**src/hdl/assert_macros.svh**
```systemverilog
// ----------------------------------------------------------------------------
// assert_macros.svh
// clocked assertion macros, disabled while the active-low reset is asserted
// ----------------------------------------------------------------------------
`ifndef ASSERT_MACROS_SVH
`define ASSERT_MACROS_SVH
`ifndef SYNTHESIS
`define ASSERT_IMPL(lbl, clk, rst_n, ante, cons) \
    lbl: assert property (@(posedge clk) disable iff (!rst_n) (ante) |-> (cons)) \
        else $error("assertion failed");
`define ASSERT_NEXT(lbl, clk, rst_n, ante, cons) \
    lbl: assert property (@(posedge clk) disable iff (!rst_n) (ante) |=> (cons)) \
        else $error("assertion failed");
`else
`define ASSERT_IMPL(lbl, clk, rst_n, ante, cons)
`define ASSERT_NEXT(lbl, clk, rst_n, ante, cons)
`endif
`endif

```
**src/hdl/atm_pkg.sv**
```systemverilog
// ----------------------------------------------------------------------------
// atm_pkg
// types, codes and constants of the alarm table matcher
// ----------------------------------------------------------------------------
package atm_pkg;

    localparam int ALARM_COUNT_DEF = 8;
    localparam logic [2:0] DAYS_IN_WEEK = 3'd7;
    localparam logic [7:0] ENTRY_DAYS_MASK = 8'h7F;

    localparam logic [1:0] FUNC_TICK  = 2'd0;
    localparam logic [1:0] FUNC_WRITE = 2'd1;
    localparam logic [1:0] FUNC_ACK   = 2'd2;

    localparam logic REG_CHIME_BEGIN = 1'b0;
    localparam logic REG_CHIME_END   = 1'b1;

    typedef struct packed {
        logic       enabled;
        logic [6:0] days;
        logic [4:0] hour;
        logic [5:0] minute;
        logic [7:0] sound;
    } t_entry;

    function automatic logic in_window(logic [4:0] lo, logic [4:0] hi, logic [4:0] h);
        logic r;
        if (lo < hi) begin
            r = (h >= lo) && (h < hi);
        end else if (lo > hi) begin
            r = (h >= lo) || (h < hi);
        end else begin
            r = 1'b0;
        end
        return r;
    endfunction

endpackage

```
**src/hdl/alarm_table_matcher_top.sv**
```systemverilog
// ----------------------------------------------------------------------------
// alarm_table_matcher_top
// real-time-clock alarm compare: chime window check and alarm table scan
// ----------------------------------------------------------------------------
// input channel (i_in_valid / o_in_ready) carries one beat per item: a minute
// tick, an alarm entry write or an acknowledge. every item yields exactly one
// result beat on the output channel (o_out_valid / i_out_ready).
// the table lives in a one-port-read synchronous ram of ALARM_COUNT entries;
// a tick reads one entry a cycle and then loads its result; a write or unused
// beat goes straight to the result step; an acknowledge reads the remembered
// slot and then, for a one-shot entry, writes it back with its enable cleared.
// the block works on one item at a time and takes the next beat in the cycle
// after the previous result was loaded into the output register.
// the output register holds a result while the receiver stalls; the next item
// is still taken and processed, and waits in its last step until the output
// register frees up.
// synchronous reset clears all valid bits of the table (every alarm disabled),
// the remembered slot and the chime registers; no clearing pass is needed.
// chime window registers sit on the apb port at byte addresses 0 and 4.
// ----------------------------------------------------------------------------
`include "assert_macros.svh"

module alarm_table_matcher_top #(
    parameter int ALARM_COUNT = atm_pkg::ALARM_COUNT_DEF
) (
    input  logic        i_clk,
    input  logic        i_rst_n,
    input  logic        psel,
    input  logic        penable,
    input  logic        pwrite,
    input  logic [2:0]  paddr,
    input  logic [31:0] pwdata,
    output logic [31:0] prdata,
    output logic        pready,
    input  logic        i_in_valid,
    output logic        o_in_ready,
    input  logic [1:0]  i_func,
    input  logic [2:0]  i_weekday,
    input  logic [4:0]  i_hour,
    input  logic [5:0]  i_minute,
    input  logic [2:0]  i_slot,
    input  logic        i_entry_enabled,
    input  logic [7:0]  i_entry_days,
    input  logic [7:0]  i_entry_sound,
    output logic        o_out_valid,
    input  logic        i_out_ready,
    output logic        o_chime,
    output logic        o_alarm_hit,
    output logic [2:0]  o_hit_slot,
    output logic [7:0]  o_hit_sound,
    output logic        o_one_shot_cleared
);
    import atm_pkg::*;

    localparam int AW = (ALARM_COUNT > 1) ? $clog2(ALARM_COUNT) : 1;
    localparam int XW = (AW > 3) ? AW : 3;
    localparam logic [AW-1:0] LAST_IDX = AW'(ALARM_COUNT - 1);

    localparam logic [1:0] S_IDLE = 2'd0;
    localparam logic [1:0] S_SCAN = 2'd1;
    localparam logic [1:0] S_ACK  = 2'd2;
    localparam logic [1:0] S_DONE = 2'd3;

    logic [1:0]    r_state, n_state;
    logic [4:0]    r_begin, r_end;
    logic [AW-1:0] r_idx, n_idx;
    logic [AW-1:0] r_last, n_last;
    logic [2:0]    r_day, n_day;
    logic [4:0]    r_hour, n_hour;
    logic [5:0]    r_minute, n_minute;

    logic          r_res_chime, n_res_chime;
    logic          r_res_hit, n_res_hit;
    logic [2:0]    r_res_slot, n_res_slot;
    logic [7:0]    r_res_sound, n_res_sound;
    logic          r_res_clr, n_res_clr;

    logic          r_out_valid, n_out_valid;
    logic          r_out_chime, r_out_hit, r_out_clr;
    logic [2:0]    r_out_slot;
    logic [7:0]    r_out_sound;

    t_entry        r_mem [ALARM_COUNT];
    logic [ALARM_COUNT-1:0] r_vld;
    t_entry        r_rd_data;
    logic          r_rd_vld;

    logic [AW-1:0] rd_addr;
    logic          wr_en;
    logic [AW-1:0] wr_addr;
    t_entry        wr_data;
    t_entry        entry;
    logic          in_acc;
    logic          cfg_wr;
    logic [XW-1:0] slot_x;
    logic [XW-1:0] idx_x;
    logic          day_ok;
    logic          entry_hit;
    logic          out_free;

    assign in_acc   = i_in_valid && o_in_ready;
    assign cfg_wr   = psel && penable && pwrite && pready;
    assign pready   = 1'b1;
    assign slot_x   = XW'(i_slot);
    assign idx_x    = XW'(r_idx);
    assign entry    = r_rd_vld ? r_rd_data : '0;
    assign out_free = !r_out_valid || i_out_ready;

    assign day_ok    = entry.days[r_day] || (entry.days == 7'd0);
    assign entry_hit = entry.enabled && day_ok && (entry.hour == r_hour)
                       && (entry.minute == r_minute);

    // config registers
    always_ff @(posedge i_clk) begin
        if (!i_rst_n) begin
            r_begin <= '0;
            r_end   <= '0;
        end else if (cfg_wr) begin
            unique case (paddr[2])
                REG_CHIME_BEGIN: r_begin <= pwdata[4:0];
                REG_CHIME_END:   r_end   <= pwdata[4:0];
                default:         r_end   <= r_end;
            endcase
        end
    end

    always_comb begin
        unique case (paddr[2])
            REG_CHIME_BEGIN: prdata = 32'(r_begin);
            REG_CHIME_END:   prdata = 32'(r_end);
            default:         prdata = '0;
        endcase
    end

    // sequencer
    always_comb begin
        n_state     = r_state;
        n_idx       = r_idx;
        n_last      = r_last;
        n_day       = r_day;
        n_hour      = r_hour;
        n_minute    = r_minute;
        n_res_chime = r_res_chime;
        n_res_hit   = r_res_hit;
        n_res_slot  = r_res_slot;
        n_res_sound = r_res_sound;
        n_res_clr   = r_res_clr;
        n_out_valid = r_out_valid;
        rd_addr     = '0;
        wr_en       = 1'b0;
        wr_addr     = slot_x[AW-1:0];
        wr_data     = '0;
        o_in_ready  = 1'b0;

        if (r_out_valid && i_out_ready) begin
            n_out_valid = 1'b0;
        end

        unique case (r_state)
            S_IDLE: begin
                o_in_ready = 1'b1;
                if (in_acc) begin
                    n_res_chime = 1'b0;
                    n_res_hit   = 1'b0;
                    n_res_slot  = '0;
                    n_res_sound = '0;
                    n_res_clr   = 1'b0;
                    n_day       = (i_weekday == DAYS_IN_WEEK) ? 3'd0 : i_weekday;
                    n_hour      = i_hour;
                    n_minute    = i_minute;
                    n_state     = S_DONE;
                    priority if (i_func == FUNC_TICK) begin
                        n_res_chime = (i_minute == 6'd0) && in_window(r_begin, r_end, i_hour);
                        n_idx       = '0;
                        rd_addr     = '0;
                        n_state     = S_SCAN;
                    end else if (i_func == FUNC_WRITE) begin
                        if (32'(i_slot) < ALARM_COUNT) begin
                            wr_en   = 1'b1;
                            wr_addr = slot_x[AW-1:0];
                            wr_data = '{enabled: i_entry_enabled,
                                        days:    i_entry_days[6:0] & ENTRY_DAYS_MASK[6:0],
                                        hour:    i_hour,
                                        minute:  i_minute,
                                        sound:   i_entry_sound};
                        end
                    end else if (i_func == FUNC_ACK) begin
                        rd_addr = r_last;
                        n_state = S_ACK;
                    end else begin
                        // unused code: all-zero result
                        n_state = S_DONE;
                    end
                end
            end
            S_SCAN: begin
                rd_addr = (r_idx == LAST_IDX) ? '0 : r_idx + AW'(1);
                n_idx   = rd_addr;
                if (entry_hit) begin
                    n_res_hit   = 1'b1;
                    n_res_slot  = idx_x[2:0];
                    n_res_sound = entry.sound;
                    n_last      = r_idx;
                end
                if (r_idx == LAST_IDX) begin
                    n_state = S_DONE;
                end
            end
            S_ACK: begin
                if (entry.days == 7'd0) begin
                    n_res_clr = entry.enabled;
                    wr_en     = 1'b1;
                    wr_addr   = r_last;
                    wr_data   = entry;
                    wr_data.enabled = 1'b0;
                end
                n_state = S_DONE;
            end
            S_DONE: begin
                if (out_free) begin
                    n_out_valid = 1'b1;
                    n_state     = S_IDLE;
                end
            end
            default: n_state = S_IDLE;
        endcase
    end

    always_ff @(posedge i_clk) begin
        if (!i_rst_n) begin
            r_state     <= S_IDLE;
            r_last      <= '0;
            r_out_valid <= 1'b0;
            r_vld       <= '0;
        end else begin
            r_state     <= n_state;
            r_last      <= n_last;
            r_out_valid <= n_out_valid;
            if (wr_en) begin
                r_vld[wr_addr] <= 1'b1;
            end
        end
    end

    always_ff @(posedge i_clk) begin
        r_idx       <= n_idx;
        r_day       <= n_day;
        r_hour      <= n_hour;
        r_minute    <= n_minute;
        r_res_chime <= n_res_chime;
        r_res_hit   <= n_res_hit;
        r_res_slot  <= n_res_slot;
        r_res_sound <= n_res_sound;
        r_res_clr   <= n_res_clr;
        if (r_state == S_DONE && out_free) begin
            r_out_chime <= r_res_chime;
            r_out_hit   <= r_res_hit;
            r_out_slot  <= r_res_slot;
            r_out_sound <= r_res_sound;
            r_out_clr   <= r_res_clr;
        end
    end

    // alarm table ram
    always_ff @(posedge i_clk) begin
        if (wr_en) begin
            r_mem[wr_addr] <= wr_data;
        end
    end

    always_ff @(posedge i_clk) begin
        r_rd_data <= r_mem[rd_addr];
        r_rd_vld  <= r_vld[rd_addr];
    end

    assign o_out_valid        = r_out_valid;
    assign o_chime            = r_out_chime;
    assign o_alarm_hit        = r_out_hit;
    assign o_hit_slot         = r_out_slot;
    assign o_hit_sound        = r_out_sound;
    assign o_one_shot_cleared = r_out_clr;

    `ASSERT_IMPL(a_hit_excl_clr, i_clk, i_rst_n, o_out_valid, !(o_alarm_hit && o_one_shot_cleared))
    `ASSERT_IMPL(a_nohit_zero, i_clk, i_rst_n, o_out_valid && !o_alarm_hit, (o_hit_slot == 3'd0) && (o_hit_sound == 8'd0))
    `ASSERT_NEXT(a_ack_reads, i_clk, i_rst_n, in_acc && (i_func == FUNC_ACK), r_state == S_ACK)
    `ASSERT_IMPL(a_scan_bound, i_clk, i_rst_n, r_state == S_SCAN, r_idx <= LAST_IDX)

endmodule
```
**config.mk**
```make
export PLATFORM = sky130hd
export DESIGN_NAME = alarm_table_matcher_top
export DESIGN_NICKNAME = d
export VERILOG_FILES = /design/src/hdl/atm_pkg.sv /design/src/hdl/alarm_table_matcher_top.sv
export VERILOG_INCLUDE_DIRS = /design/src /design/src/hdl
export SDC_FILE = /design/constraint.sdc
export NUM_CORES = 1
export LEC_CHECK = 0
export BUFFER_PORTS_ARGS = -buffer_cell sky130_fd_sc_hd__buf_2
export CAP_MARGIN = 40
export CORE_MARGIN = 1
export CORE_UTILIZATION = 59
export DETAILED_ROUTE_END_ITERATION = 7
export GPL_ROUTABILITY_DRIVEN = 1
export GPL_TIMING_DRIVEN = 0
export PLACE_DENSITY = 0.8
export SYNTH_ARGS = -nofsm -noshare
export SYNTH_HDL_FRONTEND = slang
export SYNTH_SLANG_ARGS = --single-unit
```
**constraint.sdc**
```tcl
create_clock -name i_clk -period 3.85 [get_ports i_clk]
set_clock_uncertainty 0.05 [all_clocks]
set_input_delay 0.77 -clock i_clk [delete_from_list [all_inputs] [get_ports i_clk]]
set_output_delay 0.77 -clock i_clk [all_outputs]
set_load 0.1 [all_outputs]
```
## Yosys cells after proc, flatten, opt, wreduce, memory -nomap -nowiden

Memories as Yosys holds them, arrays and structs flattened. A register that Yosys moved wholly into a read port is not among the register bits.
Index checks and enable logic that the tools add are counted.

- Input port bits: 78
- Word-level logic and storage cells: 135
- Bits in registers: 70
- RAM bits: 216
- Memories: 1

Memory list:

| name | depth | width | read ports | clocked after memory_dff | write ports | RTL line | source |
|---|---|---|---|---|---|---|---|
| r_mem | 8 | 27 | 1 | 1 | 1 | alarm_table_matcher_top.sv:83 | `t_entry r_mem [ALARM_COUNT];` |

- Equal/unequal tests: 15
- Reductions and logical operators: 29
- $add $sub $neg: 1
- Muxes and demuxes: 58
- Bitwise operators: 2
- Order comparisons: 8

Operators with widths:

| operator | number |
|---|---|
| $mux W27 | 4 |
| $pmux W32 S2 | 1 |
| $pmux W27 S2 | 1 |
| $mux W3 | 11 |
| $mux W26 | 1 |
| $mux W1 | 23 |
| $pmux W3 S2 | 3 |
| $mux W8 | 2 |
| $pmux W8 S2 | 1 |
| $lt A3 B4 Y1 const B | 3 |
| $ne A2 B2 Y1 const B | 6 |
| $reduce_and A3 Y1 | 4 |
| $logic_and A1 B1 Y1 | 11 |
| $lt A5 B5 Y1 | 2 |
| $mux W2 | 4 |
| $or A8 B8 Y8 | 1 |
| $pmux W2 S4 | 1 |
| $reduce_and A2 Y1 | 4 |
| $logic_not A7 Y1 | 1 |
| $bmux W1 S3 | 2 |
| $eq A2 B2 Y1 const B | 3 |
| $eq A3 B3 Y1 const B | 2 |
| $eq A6 B6 Y1 | 1 |
| $logic_not A6 Y1 | 1 |
| 13 further kinds | 20 |

## Depth between registers and ports, before layout

Gate-level depths: netlist of run 1.

- Depth after elaboration: 9
- Mapped depth: 11
- Gate-level depth less buffers: 8

## Least setup slack after synthesis of run 1

Ideal clock, no wire load.

- Path type: reg-to-reg
- Start: register r_state[0]
- End: memory r_mem[1][0] in the netlist's numbering (enable)
- Setup time: 0.412 ns
- Buffers on the path: 2
- Clock period less this slack: 3.969 ns
- Stages on the path, launching flop included: 10
- Path slack: -0.119 ns
- Arrival time: 3.507 ns
- Data required time: 3.388 ns
- Cells stage by stage: dfxtp_1 inv_1 ha_1 buf_4 nand2_2 nor3_1 clkbuf_1 and2_1 mux2i_1 nor2_1

- Word-level cells in the longest chain between the ends: 7
- Elaborated cells on any way between the ends: 9

Ends and longest elaborated chain:

| what | RTL line | source |
|---|---|---|
| start: declaration | alarm_table_matcher_top.sv:64 | `logic [1:0] r_state, n_state;` |
| start signal: assignment | alarm_table_matcher_top.sv:236 | `r_state <= n_state;` |
| $logic_not A2 Y1 | alarm_table_matcher_top.sv:159 | `unique case (r_state)` |
| $mux W1 | alarm_table_matcher_top.sv:159 |  |
| via o_in_ready | alarm_table_matcher_top.sv:36 | `output logic o_in_ready,` |
| $logic_and A1 B1 Y1 | alarm_table_matcher_top.sv:101 | `assign in_acc = i_in_valid && o_in_ready;` |
| $mux W1 | alarm_table_matcher_top.sv:162 | `if (in_acc) begin` |
| $pmux W1 S2 | alarm_table_matcher_top.sv:159 |  |
| $mux W1 | alarm_table_matcher_top.sv:266 | `if (wr_en) begin` |
| $mux W1 (implied by the code) | alarm_table_matcher_top.sv:267 | `r_mem[wr_addr] <= wr_data;` |
| end: declaration | alarm_table_matcher_top.sv:83 |  |

The timed path passes the listed nets, and every way through them passes these cells.

## Worst setup path after layout of run 1

- Start: register r_state[1]
- End: memory r_mem[5][13] in the netlist's numbering (enable)

- Word-level cells in the longest chain between the ends: 7
- Elaborated cells on any way between the ends: 9

Ends and longest elaborated chain:

| what | RTL line |
|---|---|
| $logic_not A2 Y1 | alarm_table_matcher_top.sv:159 |
| $mux W1 | alarm_table_matcher_top.sv:159 |
| $logic_and A1 B1 Y1 | alarm_table_matcher_top.sv:101 |
| $mux W1 | alarm_table_matcher_top.sv:162 |
| $pmux W1 S2 | alarm_table_matcher_top.sv:159 |
| $mux W1 | alarm_table_matcher_top.sv:266 |
| $mux W1 (implied by the code) | alarm_table_matcher_top.sv:267 |

Parallel ways exist; a longest one is shown, timed or not.

==> impl_summary.md, run 1 <==
Yosys
In this run, synthesis produced a sequential element count of 313. In this run, synthesis inferred 261 flip-flops with an integrated enable. The share of the Yosys chip area taken by registers is 67.9%. The post-synthesis cell area is 13100 µm². The synthesized instance count is 827. The async set-reset flop share out of synthesis is 0%. For this run, the leading register cell type out of synthesis is sky130_fd_sc_hd__edfxtp_1. The count of distinct cell types in the synthesized netlist is 54. The average cell area after synthesis is 15.8 µm². Yosys printed 0 warnings.

Run
Across the run, the number of max-cap violations was 0.

Global route
The pin count of the biggest net entering global routing is 21. Summed over all layers, the global routing overflow is 0. The first global-routing pass estimated 40.1 mm of wire.

Global routing used 24.3% of the available tracks. The via count of the first global-routing pass is 7031. The initial antenna violation count is 1.

Routing
The detail-routed via count per cell is 5.74. Detailed routing inserted a total of 7261 vias. The detailed-routing iteration count for the pre-antenna-repair pass is 5. The DRC violation count after routing is 0. After the first detailed-routing iteration, the DRC count stood at 526. The average wire per standard cell is 21.4 µm. The detail route stage leaves a number of antenna-violating nets equal to 0.

For this block, the routed nets add up to 27.0 mm of wire.

Critical path
The type of the worst setup path is reg2reg. Traced cell by cell, the critical path runs through inv_1 > ha_1 > buf_4 > nand2_2 > nor3_1 > clkbuf_1 > and2_1 > mux2i_1 > nor2_4 > buf_16. The sum of buffers and inverters on the critical path is 4. Of all nets on the critical path, the largest fanout is 18. STA classifies the critical path endpoint as a flop. The slowest library cell on the worst path is sky130_fd_sc_hd__clkbuf_1. The required time of the worst setup path is 4.04 ns. The worst reg2reg path depth is 10. The critical path data arrival time is 3.46 ns.

The largest single stage delay on the critical path is 0.59 ns. The cell class contributing the biggest share of worst-path delay is buffers and inverters. STA classifies the critical path startpoint as a flop.

The critical path runs through a total of 10 cells.

Floorplanning
The horizontal extent of the die is 151 µm. The die extent in y is 151 µm. The starting density of the core is 60.1%. The top-level I/O count is 127. In this run the standard cell core region covers 21800 µm². The die covers 22800 µm². The number of cell rows is 54.

Status
The flow ran to the end, and the final reports show no timing, DRC or antenna violations.

Worst hold path
The number of cells on the worst hold path is 0. In this run the worst hold path is classified as reg2reg.

STA
The post-route minimum period is 3.27 ns. Setup repair after global routing left no endpoint under its margin. The actual transition at the worst max-transition pin is 0.893 ns.

The number of max-slew violations in the final report is 0. The worst hold slack after final layout is 0.373 ns. The relative slew slack is 38.8%.

The total setup violations reported at the end of the flow is 0. The final-report hold violation count came to 0. The fraction of the cycle the final worst path needs is 85.0%. Derived from the worst setup path, the maximum achievable clock frequency is 0.306 GHz.

Clock network
Counting every sink on the clock net gives 313. The clock slew at the register clock pins of the worst setup and hold paths is 0.07 ns. The number of levels the H-tree was split into is 1.

The clock root buffer is sky130_fd_sc_hd__clkbuf_16. The number of clock buffers inserted by TritonCTS is 29. The later-pin clock latency in the skew report is 0.54 ns. The maximum root-to-sink buffer count is 3.

After clock tree synthesis, the flow added hold-fix buffers numbering 0. TritonCTS built the clock tree. The quantity of gates resized following cts is 0. The number of buffers added for setup after CTS is 0.

Finish
The most common cell after layout, fill and taps aside is sky130_fd_sc_hd__edfxtp_1. The number of diodes is 0. After the last flow step, the layout net total stands at 1060. Relative to the synthesized area, the layout overhead comes to 15.1%. In the layout the commonest cells are sky130_fd_sc_hd__edfxtp_1 (261), sky130_fd_sc_hd__mux2i_1 (187), sky130_fd_sc_hd__buf_2 (78). At the end of the flow the core is filled with cells to 69.2%. The share of post-route cells with drive strength above 1 is 21.7%.

Placement
Routability-driven placement finished with a final weighted congestion of 0.803. The total of buffers placed on input and output ports is 67. The final HPWL from detailed placement is 17.2 mm.

Power
The maximum VDD drop is 0.397 mV. The static power due to leakage is 6.55 nW. Dividing total power by cell area gives a power density of 619 nW/µm². The post-layout total power is 9.32 mW.
==> flip-flops by register name, indices dropped and copies added (netlist names), 6 cells and up <==
register / cells
r_vld: 8
r_rd_data: 27
o_hit_sound: 8
r_res_sound: 8
r_minute: 6
r_mem: 216
==> final timing paths <==
check / from / endpoint / slack, ns
hold / removal: r_res_slot[0] / o_hit_slot[0] / 0.37
setup / recovery: r_state[1] / r_mem[5][13] / 0.58
hold reg to reg: r_res_slot[0] / o_hit_slot[0] / 0.37
setup reg to reg: r_state[1] / r_mem[5][13] / 0.58
==> synthesized netlist by cell type (2+ instances only) <==
cell / instances / area share [%]
sky130_fd_sc_hd__mux2_1: 2 / 0.17
sky130_fd_sc_hd__a31oi_1: 2 / 0.096
sky130_fd_sc_hd__nand3_1: 3 / 0.11
sky130_fd_sc_hd__nor2_1: 23 / 0.66
sky130_fd_sc_hd__o21ai_0: 12 / 0.46
sky130_fd_sc_hd__a21o_1: 3 / 0.17
sky130_fd_sc_hd__a21boi_1: 2 / 0.11
sky130_fd_sc_hd__o21ai_1: 2 / 0.077
sky130_fd_sc_hd__mux2i_1: 187 / 14
sky130_fd_sc_hd__buf_2: 11 / 0.42
sky130_fd_sc_hd__a21boi_0: 3 / 0.17
sky130_fd_sc_hd__a21oi_2: 2 / 0.13
sky130_fd_sc_hd__and2_1: 12 / 0.57
sky130_fd_sc_hd__clkbuf_1: 10 / 0.29
sky130_fd_sc_hd__a21oi_1: 7 / 0.27
sky130_fd_sc_hd__buf_4: 30 / 1.7
sky130_fd_sc_hd__ha_1: 20 / 1.9
sky130_fd_sc_hd__inv_1: 16 / 0.46
sky130_fd_sc_hd__nand2_1: 23 / 0.66
sky130_fd_sc_hd__buf_6: 9 / 0.77
sky130_fd_sc_hd__dfxtp_1: 52 / 8.0
sky130_fd_sc_hd__conb_1: 2 / 0.057
sky130_fd_sc_hd__nand2b_1: 3 / 0.14
sky130_fd_sc_hd__nand4b_1: 4 / 0.27
sky130_fd_sc_hd__edfxtp_1: 261 / 60
sky130_fd_sc_hd__nand4_1: 5 / 0.24
sky130_fd_sc_hd__xnor2_1: 6 / 0.40
sky130_fd_sc_hd__nor4_1: 3 / 0.14
sky130_fd_sc_hd__nand3b_1: 2 / 0.11
sky130_fd_sc_hd__and3_1: 10 / 0.48
sky130_fd_sc_hd__nor3_1: 3 / 0.11
sky130_fd_sc_hd__mux2_2: 29 / 2.5
sky130_fd_sc_hd__a22o_1: 21 / 1.4
sky130_fd_sc_hd__nor2b_1: 18 / 0.86
sky130_fd_sc_hd__o22ai_1: 2 / 0.096
sky130_fd_sc_hd__o21a_1: 9 / 0.52
==> logic make-up (layout without fill, tap and decap cells) <==
kind of cell | after synthesis | in the layout | share of synthesized area [%]
other | 2 | 28 | 0.0574
muxes | 218 | 218 | 17.0
xor gates and xnor gates | 7 | 7 | 0.469
and+or+nand+nor | 116 | 116 | 4.87
AOI/OAI and AO/OA | 74 | 74 | 4.11
DFF | 313 | 313 | 67.9
adders and majority gates | 21 | 21 | 1.99
buffers and inverters | 76 | 207 | 3.66
==> routing by layer <==
metal	routed length [µm]	up-vias	share of wire (%)	track usage [%]
met5	8	-	0.030	0
met4	858	2	3.2	8.25
met3	1530	57	5.7	3.13
met2	13800	263	51	42.7
met1	10800	3582	40	31.0
li1	-	3357	-	-
==> worst reg2reg max path, cell delays in order (launching register included) <==
cell and delay [ns]:
sky130_fd_sc_hd__dfxtp_1 0.35, sky130_fd_sc_hd__inv_1 0.09, sky130_fd_sc_hd__ha_1 0.16, sky130_fd_sc_hd__buf_4 0.15, sky130_fd_sc_hd__nand2_2 0.10, sky130_fd_sc_hd__nor3_1 0.21, sky130_fd_sc_hd__clkbuf_1 0.59, sky130_fd_sc_hd__and2_1 0.22
sky130_fd_sc_hd__mux2i_1 0.27, sky130_fd_sc_hd__nor2_4 0.53, sky130_fd_sc_hd__buf_16 0.24
==> power breakdown <==
part,leakage (nW),total (mW),switching (mW),internal (mW)
sequential,2.87,4.41,0.245,4.16
clock,0.459,2.81,1.18,1.63
combinational,3.23,2.11,1.31,0.791
total,6.55,9.32,2.74,6.58
==> stage by stage <==
| step | area (µm²) | instances | worst slack, ns | TNS, ns |
|---|---|---|---|---|
| floorplan | 13200 | 853 | -0.119 | -12.47 |
| global placement | 13900 | 1200 | -1.20 | -181.70 |
| detailed placement | 14100 | 1211 | 0.446 | 0 |
| CTS | 15100 | 1264 | 0.591 | 0 |
| global route | 15100 | 1264 | 0.432 | 0 |
| finish | 15100 | 1264 | 0.579 | 0 |
==> cell type report <==
class,count,area [µm²]
Sequential cell,313,8880
Fill cell,1459,6700
Clock buffer,42,835
Multi-Input combinational cell,464,3880
Buffer,60,419
Tap cell,280,350
Clock inverter,11,103
Timing Repair Buffer,78,533
Inverter,16,60.1
Power figures use the tool's default switching activity.
==> run 2: changes to the inputs <==
--- a/config.mk
+++ b/config.mk
@@ -6,14 +6,15 @@
 export SDC_FILE = /design/constraint.sdc
 export NUM_CORES = 1
 export LEC_CHECK = 0
+export ABC_AREA = 1
 export BUFFER_PORTS_ARGS = -buffer_cell sky130_fd_sc_hd__buf_2
 export CAP_MARGIN = 40
 export CORE_MARGIN = 1
-export CORE_UTILIZATION = 59
+export CORE_UTILIZATION = 53
 export DETAILED_ROUTE_END_ITERATION = 7
 export GPL_ROUTABILITY_DRIVEN = 1
 export GPL_TIMING_DRIVEN = 0
-export PLACE_DENSITY = 0.8
+export PLACE_DENSITY = 0.75
 export SYNTH_ARGS = -nofsm -noshare
 export SYNTH_HDL_FRONTEND = slang
 export SYNTH_SLANG_ARGS = --single-unit
==> constraint.sdc (replaced) <==
create_clock -name i_clk -period 2.8 [get_ports i_clk]
set_clock_uncertainty 0.05 [all_clocks]
set_input_delay 0.56 -clock i_clk [delete_from_list [all_inputs] [get_ports i_clk]]
set_output_delay 0.56 -clock i_clk [all_outputs]
set_load 0.1 [all_outputs]
==> impl_summary.md, run 2 <==
STA
Subtracting the final worst setup slack from the clock period gives 2.61 ns. The number of max-slew violations in the final report came to 0. The relative slew slack is 35.9%. The actual transition at the worst max-transition pin is 0.951 ns. The final-report hold violation count is 0. Setup repair after global routing could not meet its margin everywhere. Final hold analysis gives a worst-case slack of 0.156 ns. The worst path uses 93.2% of the clock period. Setup violations remaining at the end of the flow were counted as 0. Setup slack on the critical path of the routed design comes to 0.192 ns.

The accumulated negative setup slack is 0 ns. The highest achievable clock rate is 0.383 GHz.

Yosys
The post-synthesis cell area is 13400 µm². The synthesized instance count is 1235. Sorting the synthesized cells by area gives the leading types as sky130_fd_sc_hd__edfxtp_1 (58%), sky130_fd_sc_hd__dfxtp_1 (7.8%), sky130_fd_sc_hd__nand2_1 (5.7%).

Summed over its instances, the top area cell type makes up 58.4% of the synthesized netlist area. The dominant cell by count in the synthesized netlist is sky130_fd_sc_hd__edfxtp_1. The average cell area after synthesis is 10.9 µm². The library cell occupying the most area in the post-synthesis netlist is sky130_fd_sc_hd__edfxtp_1. The async set-reset flop share out of synthesis is 0%. The number of synthesized flops with an enable pin is 261.

The sequential fraction of the synthesis area is 66.1%. Sorting the synthesized cells by how often they occur yields sky130_fd_sc_hd__edfxtp_1 (261), sky130_fd_sc_hd__nand2_1 (205), sky130_fd_sc_hd__nor2_1 (158). The leading register cell type out of synthesis is sky130_fd_sc_hd__edfxtp_1.

The post-synthesis register bit count is 313. During synthesis, Yosys emitted a total of 0 warnings. The count of distinct cell types in the synthesized netlist is 35.

Floorplanning
The die covers 26000 µm². The horizontal extent of the die is 161 µm. The top-level I/O count is 127.

The floorplan step defined a core boundary enclosing 24600 µm². The die extent in y is 161 µm. The number of cell rows is 57.

The starting density of the core is 54.6%.

Routing
Summing over every cut layer, the via total after detailed routing is 9335. The DRC violation count after routing is 0. The average wire per standard cell is 18.3 µm. In this run, the number of DRC markers left after iteration 0 of detailed routing was 927.

The detail-routed via count per cell is 5.39. For this run, the detailed router's first-pass iteration total came to 7. The post-detailed-route count of antenna-violating nets is 0. The final wirelength is 31.7 mm.

Clock network
The later-pin clock latency in the skew report is 0.56 ns. Clock tree synthesis selected as its root buffer the cell sky130_fd_sc_hd__clkbuf_16. The longest clock path from root to sink contains 3 buffers.

The number of clock buffers inserted by TritonCTS is 31. The quantity of hold-fixing buffers added after cts is 0. The clock slew at the register clock pins of the worst setup and hold paths is 0.06 ns.

In this run the number of H-tree levels came out at 1. The clock sink total is 313. TritonCTS built the clock tree.

Finish
The largest registers in the layout are r_mem x216, r_rd_data x27. The final net count is 1482. The signed area change from the synthesized netlist to the final layout is 15.3%. The top cell types in the final layout, fill and taps aside, are sky130_fd_sc_hd__edfxtp_1 (261), sky130_fd_sc_hd__nand2_1 (203), sky130_fd_sc_hd__nor2_1 (158). The final cell utilization of the core is 63.0%. The number of flip-flops under the largest register name is 216. The post-route netlist has 15.8% of its cells at a drive strength greater than 1.

The count of cells in the finished layout, fillers not included, comes to 1733. Leaving out fill and tap cells, the most frequent cell in the layout is sky130_fd_sc_hd__edfxtp_1. The register name with the most flops is r_mem.

The post-layout instance area is 15500 µm². 0 antenna diodes ended up in the layout.

Placement
Routability-driven placement finished with a final weighted congestion of 0.896. In this run, placement finished with an instance count of 1663. The worst setup timing slack at the placement stage is -0.0565 ns.

The final HPWL from detailed placement is 20.8 mm. The count of buffers added on input and output ports is 68. Once placement finished, the instance area stood at 14400 µm².

Critical path
The worst setup path is of the reg2reg kind. At the worst endpoint, the required time is 2.97 ns. The highest fanout seen on the critical path is 14. The critical path data arrival time is 2.78 ns.

The kind of launch point of the worst setup path is a flop. The kind of end point of the critical path is a flop.

Status
The flow ran to the end, and the final reports show no timing, DRC or antenna violations.

Global route
The total overflow left after global routing is 0. The pin count of the biggest net entering global routing is 28. The via count of the first global-routing pass is 8707. The first global-routing pass estimated 47.3 mm of wire.

Across every metal layer, demand over resource in global routing totals 23.8%. The initial antenna violation count came to 0.

Worst hold path
The worst hold-check path type is in2reg.

Power
Across the VDD grid, the largest voltage drop is 0.592 mV. Power spread over the standard cell area amounts to 939 nW/µm². The analysis attributes to cell leakage a power of 6.09 nW. After layout, the design draws a total of 14.5 mW.

Run
The number of max-capacitance violations reported is 0.
[run 2: cell types whose count changed after synthesis, sizes merged, moves of 18 or more]
cell    previous run  this run
o211ai             1        57
nand2             24       206
inv               16       146
o21ai             14        91
a21oi              9        33
a22o              21         0
mux2              31         0
nand3              3        61
nor2              23       161
o21a               9        28
mux2i            187         0
nor2b             18         0
[run 2: metal layers]
metal | up-vias | track usage [%] | share of wire, %
li1 | 4476 | - | -
met4 | 0 | 9.22 | 3.3
met2 | 444 | 39.0 | 46
met5 | - | 0 | 0
met1 | 4339 | 31.9 | 42
met3 | 76 | 4.08 | 8.6
[run 2: cell families after synthesis]
family	Yosys count	synth area share (%)
flops	313	66.1
fa+ha+maj	20	1.86
buf+inv	228	7.98
simple gates	447	13.7
compound gates	223	10.2
other cells	2	0.0559
xor+xnor	2	0.130
[run 2: power by group]
group	switching (mW)	internal, mW	leakage [nW]
logic	3.05	1.27	2.73
registers	0.280	5.89	2.87
clock network	1.70	2.36	0.490
total	5.03	9.52	6.09
[run 2: layout make-up]
cell class / instances / area, µm²
multi-input cells: 720 / 3590
well taps: 324 / 405
fillers: 1909 / 9110
clock buffers: 40 / 830
inverters: 147 / 582
clock inverters: 18 / 168
repair buffers: 82 / 455
flip-flops and latches: 313 / 8880
repair inverters: 8 / 60.1
plain buffers: 81 / 519
[run 2: worst max-delay path: stages, from the launching register on]
cell and delay [ns]:
sky130_fd_sc_hd__dfxtp_1 0.33, sky130_fd_sc_hd__inv_1 0.11, sky130_fd_sc_hd__ha_2 0.26, sky130_fd_sc_hd__nand2_1 0.13, sky130_fd_sc_hd__inv_1 0.19, sky130_fd_sc_hd__nand2_2 0.17
sky130_fd_sc_hd__nand2_1 0.13, sky130_fd_sc_hd__inv_2 0.06, sky130_fd_sc_hd__a21oi_4 0.20, sky130_fd_sc_hd__nand2_1 0.25, sky130_fd_sc_hd__clkinvlp_4 0.38
[run 2: repair_timing]
action,4_1_cts,5_1_grt
hold endpoints to repair,0,0
setup buffers,0,2
gates cloned,1,7
gates resized for setup,2,9
endpoints found under the setup margin,35,203
[run 2: worst paths after layout]
path	from	end	slack, ns	depth (start not counted)
hold / removal	i_minute[5]	r_minute[5]	0.16	1
setup reg to reg	r_state[1]	r_mem[5][11]	0.19	10
setup / recovery	r_state[1]	r_mem[5][11]	0.19	10
hold reg to reg	r_res_sound[7]	o_hit_sound[7]	0.37	0
==> run 3: changes to the inputs <==
--- a/config.mk
+++ b/config.mk
@@ -14,6 +14,7 @@
 export DETAILED_ROUTE_END_ITERATION = 7
 export GPL_ROUTABILITY_DRIVEN = 1
 export GPL_TIMING_DRIVEN = 0
+export MAX_ROUTING_LAYER = met4
 export PLACE_DENSITY = 0.75
 export SYNTH_ARGS = -nofsm -noshare
 export SYNTH_HDL_FRONTEND = slang
==> impl_summary.md, run 3 (same netlist as run 2, synthesis figures left out) <==
Status
The flow ran to the end, and the final reports show no timing, DRC or antenna violations.

Power
The static power due to leakage is 6.07 nW. Power spread over the standard cell area amounts to 922 nW/µm². The post-layout total power is 14.2 mW.

Across the VDD grid, the largest voltage drop is 0.630 mV.

Finish
After the last flow step, the layout net total stands at 1485. Across the whole layout, storage elements account for 8880 µm². Ranked by flip-flop count, first place goes to r_mem.

The number of flip-flops under the largest register name is 216. In the layout the commonest cells are sky130_fd_sc_hd__edfxtp_1 (261), sky130_fd_sc_hd__nand2_1 (204), sky130_fd_sc_hd__nor2_1 (158). The finished layout holds 1733 standard cells, fillers aside. Summing all non-filler instances in the final layout gives an area of 15500 µm². In the final layout, the multi-input gates occupy 3590 µm². The repair_antennas step left the layout with diodes totalling 0. In the final layout, the share of cells above drive strength 1 is 15.8%. The number of inserted filler cells in the final layout is 1904.

The most common cell after layout, fill and taps aside is sky130_fd_sc_hd__edfxtp_1. In the final layout, the registers with the most flip-flops are r_mem x216, r_rd_data x27. Relative to the synthesized area, the layout overhead comes to 15.1%.

Placement
Summing all placed instances gives a cell area of 14400 µm². After detailed placement, the design holds a cell count of 1662. At the end of routability-driven placement, the weighted congestion stood at 0.886.

OpenSTA, run right after detailed placement, puts the worst setup slack at -0.0179 ns. The final HPWL from detailed placement is 20.5 mm. In this run the tool buffered the top-level ports with 68 buffer cells.

Routing
The DRC violation count after routing is 0. Wires add up to 31.4 mm. After the first detailed-routing iteration, the DRC count stood at 906. Summing over every cut layer, the via total after detailed routing is 9377.

The average wire per standard cell is 18.1 µm. The detailed-routing iteration count for the pre-antenna-repair pass is 5. The detail-routed via count per cell is 5.41. In this run the remaining antenna-violating nets after routing total 0.

Critical path
The type of the worst setup path is reg2reg. The worst register-to-register path has a depth of 10. Walking the worst path, the cells encountered are inv_1 > ha_2 > nand2_1 > inv_1 > nand2_2 > nand2_1 > inv_2 > a21oi_2 > nand2_1 > clkinvlp_4. The worst setup path is launched from a flop. The cell that appears most often on the critical path is sky130_fd_sc_hd__nand2_1.

The critical path data arrival time is 2.78 ns. The delay of the slowest cell on the worst path is 0.36 ns. STA classifies the critical path endpoint as a flop.

The slowest library cell on the worst path is sky130_fd_sc_hd__clkinvlp_4. The required time of the worst setup path is 2.96 ns. The highest fanout seen on the critical path is 14.

Floorplanning
The top-level I/O count is 127. The floorplan step defined a die boundary enclosing 26000 µm². Once the floorplan was initialized, standard cells occupied 54.6% of the core. The die is 161 µm tall. In this run the core area contains 57 standard-cell rows. The core area is 24600 µm². The horizontal extent of the die is 161 µm.

STA
Setup slack on the critical path of the routed design comes to 0.172 ns. The number of max-slew violations in the final report was 0. The post-route minimum period is 2.63 ns. Setup repair after global routing left no endpoint under its margin. The final critical path takes up 93.8% of the cycle. The final-report hold violation count was 0. In this run the tightest slew margin relative to its limit is 38.6%. The actual transition at the worst max-transition pin is 0.911 ns. Setup violations remaining at the end of the flow were counted as 0. The highest achievable clock rate is 0.381 GHz. The worst hold slack after final layout is 0.142 ns.

Clock network
CTS built an H-tree with a depth of 1. The maximum root-to-sink buffer count is 3. At the later pin of the worst-skew pair, clock insertion delay measures 0.56 ns. The clock sink total is 313. TritonCTS built the clock tree. The clock slew at the register clock pins of the worst setup and hold paths is 0.07 ns. The clock root buffer is sky130_fd_sc_hd__clkbuf_16.

The number of clock buffers inserted by TritonCTS is 30.

Global route
The first global-routing pass estimated 47.7 mm of wire. The pin count of the biggest net entering global routing is 28. After global routing the overflow that remains totals 0. Global routing used 24.5% of the available tracks. The via count of the first global-routing pass was 8799. The initial antenna violation count was 0.

Worst hold path
The worst hold path belongs to the class in2reg. The number of cells on the worst hold path is 1.

Run
Max-cap violations in this run came to 0.
## run 3: cell types whose count changed in the layout (fill, tap and decap cells not counted), sizes merged
cell	before	now
clkbuf	55	62
inv	139	138
clkinv	15	8
bufinv	3	0
buf	148	152
## run 3: power breakdown
group / internal [mW] / switching, mW / leakage (nW)
Sequential: 5.89 / 0.270 / 2.87
Combinational: 1.29 / 3.05 / 2.76
Clock: 2.11 / 1.65 / 0.446
Total: 9.28 / 4.96 / 6.07
## run 3: repair_timing
item	in CTS	in global routing
cloned	3	5
setup endpoints to repair	58	171
setup buffers	0	6
gates resized for setup	3	7
hold buffers	0	0
## run 3: metrics by stage
stage	utilization, %	setup TNS [ns]
2_1_floorplan	-	-3.37
3_3_place_gp	58.1	-6.00
3_5_place_dp	58.4	-0.656
4_1_cts	62.1	0
5_1_grt	62.8	0
6_report	62.8	0
## run 3: worst max-delay path, delay by kind of cell (launching register included)
kind,cells,cell delay (ns)
buffers and inverters,4,0.73
AND/OR/NAND/NOR,4,0.66
flip-flops,1,0.33
adder cells (fa/ha/maj),1,0.26
AO/OA/AOI/OAI,1,0.22
## run 3: final cells by class
class	count	share of cell area (%)
buffer	81	3.36
clock inverter	7	0.227
sequential	313	57.5
multi-input combinational	720	23.2
inverter	147	3.76
timing repair buffer	86	3.36
tap	324	2.62
clock buffer	47	5.60
timing repair inverter	8	0.389
## run 3: path summary, 6_finish.rpt
path                    start            endpoint  slack, ns
setup / recovery   r_state[0]        r_mem[7][10]       0.17
hold / removal    i_minute[5]         r_minute[5]       0.14
setup reg to reg   r_state[0]        r_mem[7][10]       0.17
hold reg to reg     r_res_clr  o_one_shot_cleared       0.37
## run 3: routing by layer
metal,vias to the layer above,share of wire [%],GRT usage (%)
met5,-,0,-
met2,469,48,39.8
met3,65,8.4,2.80
li1,4470,-,-
met1,4373,41,32.8
met4,0,2.6,7.25
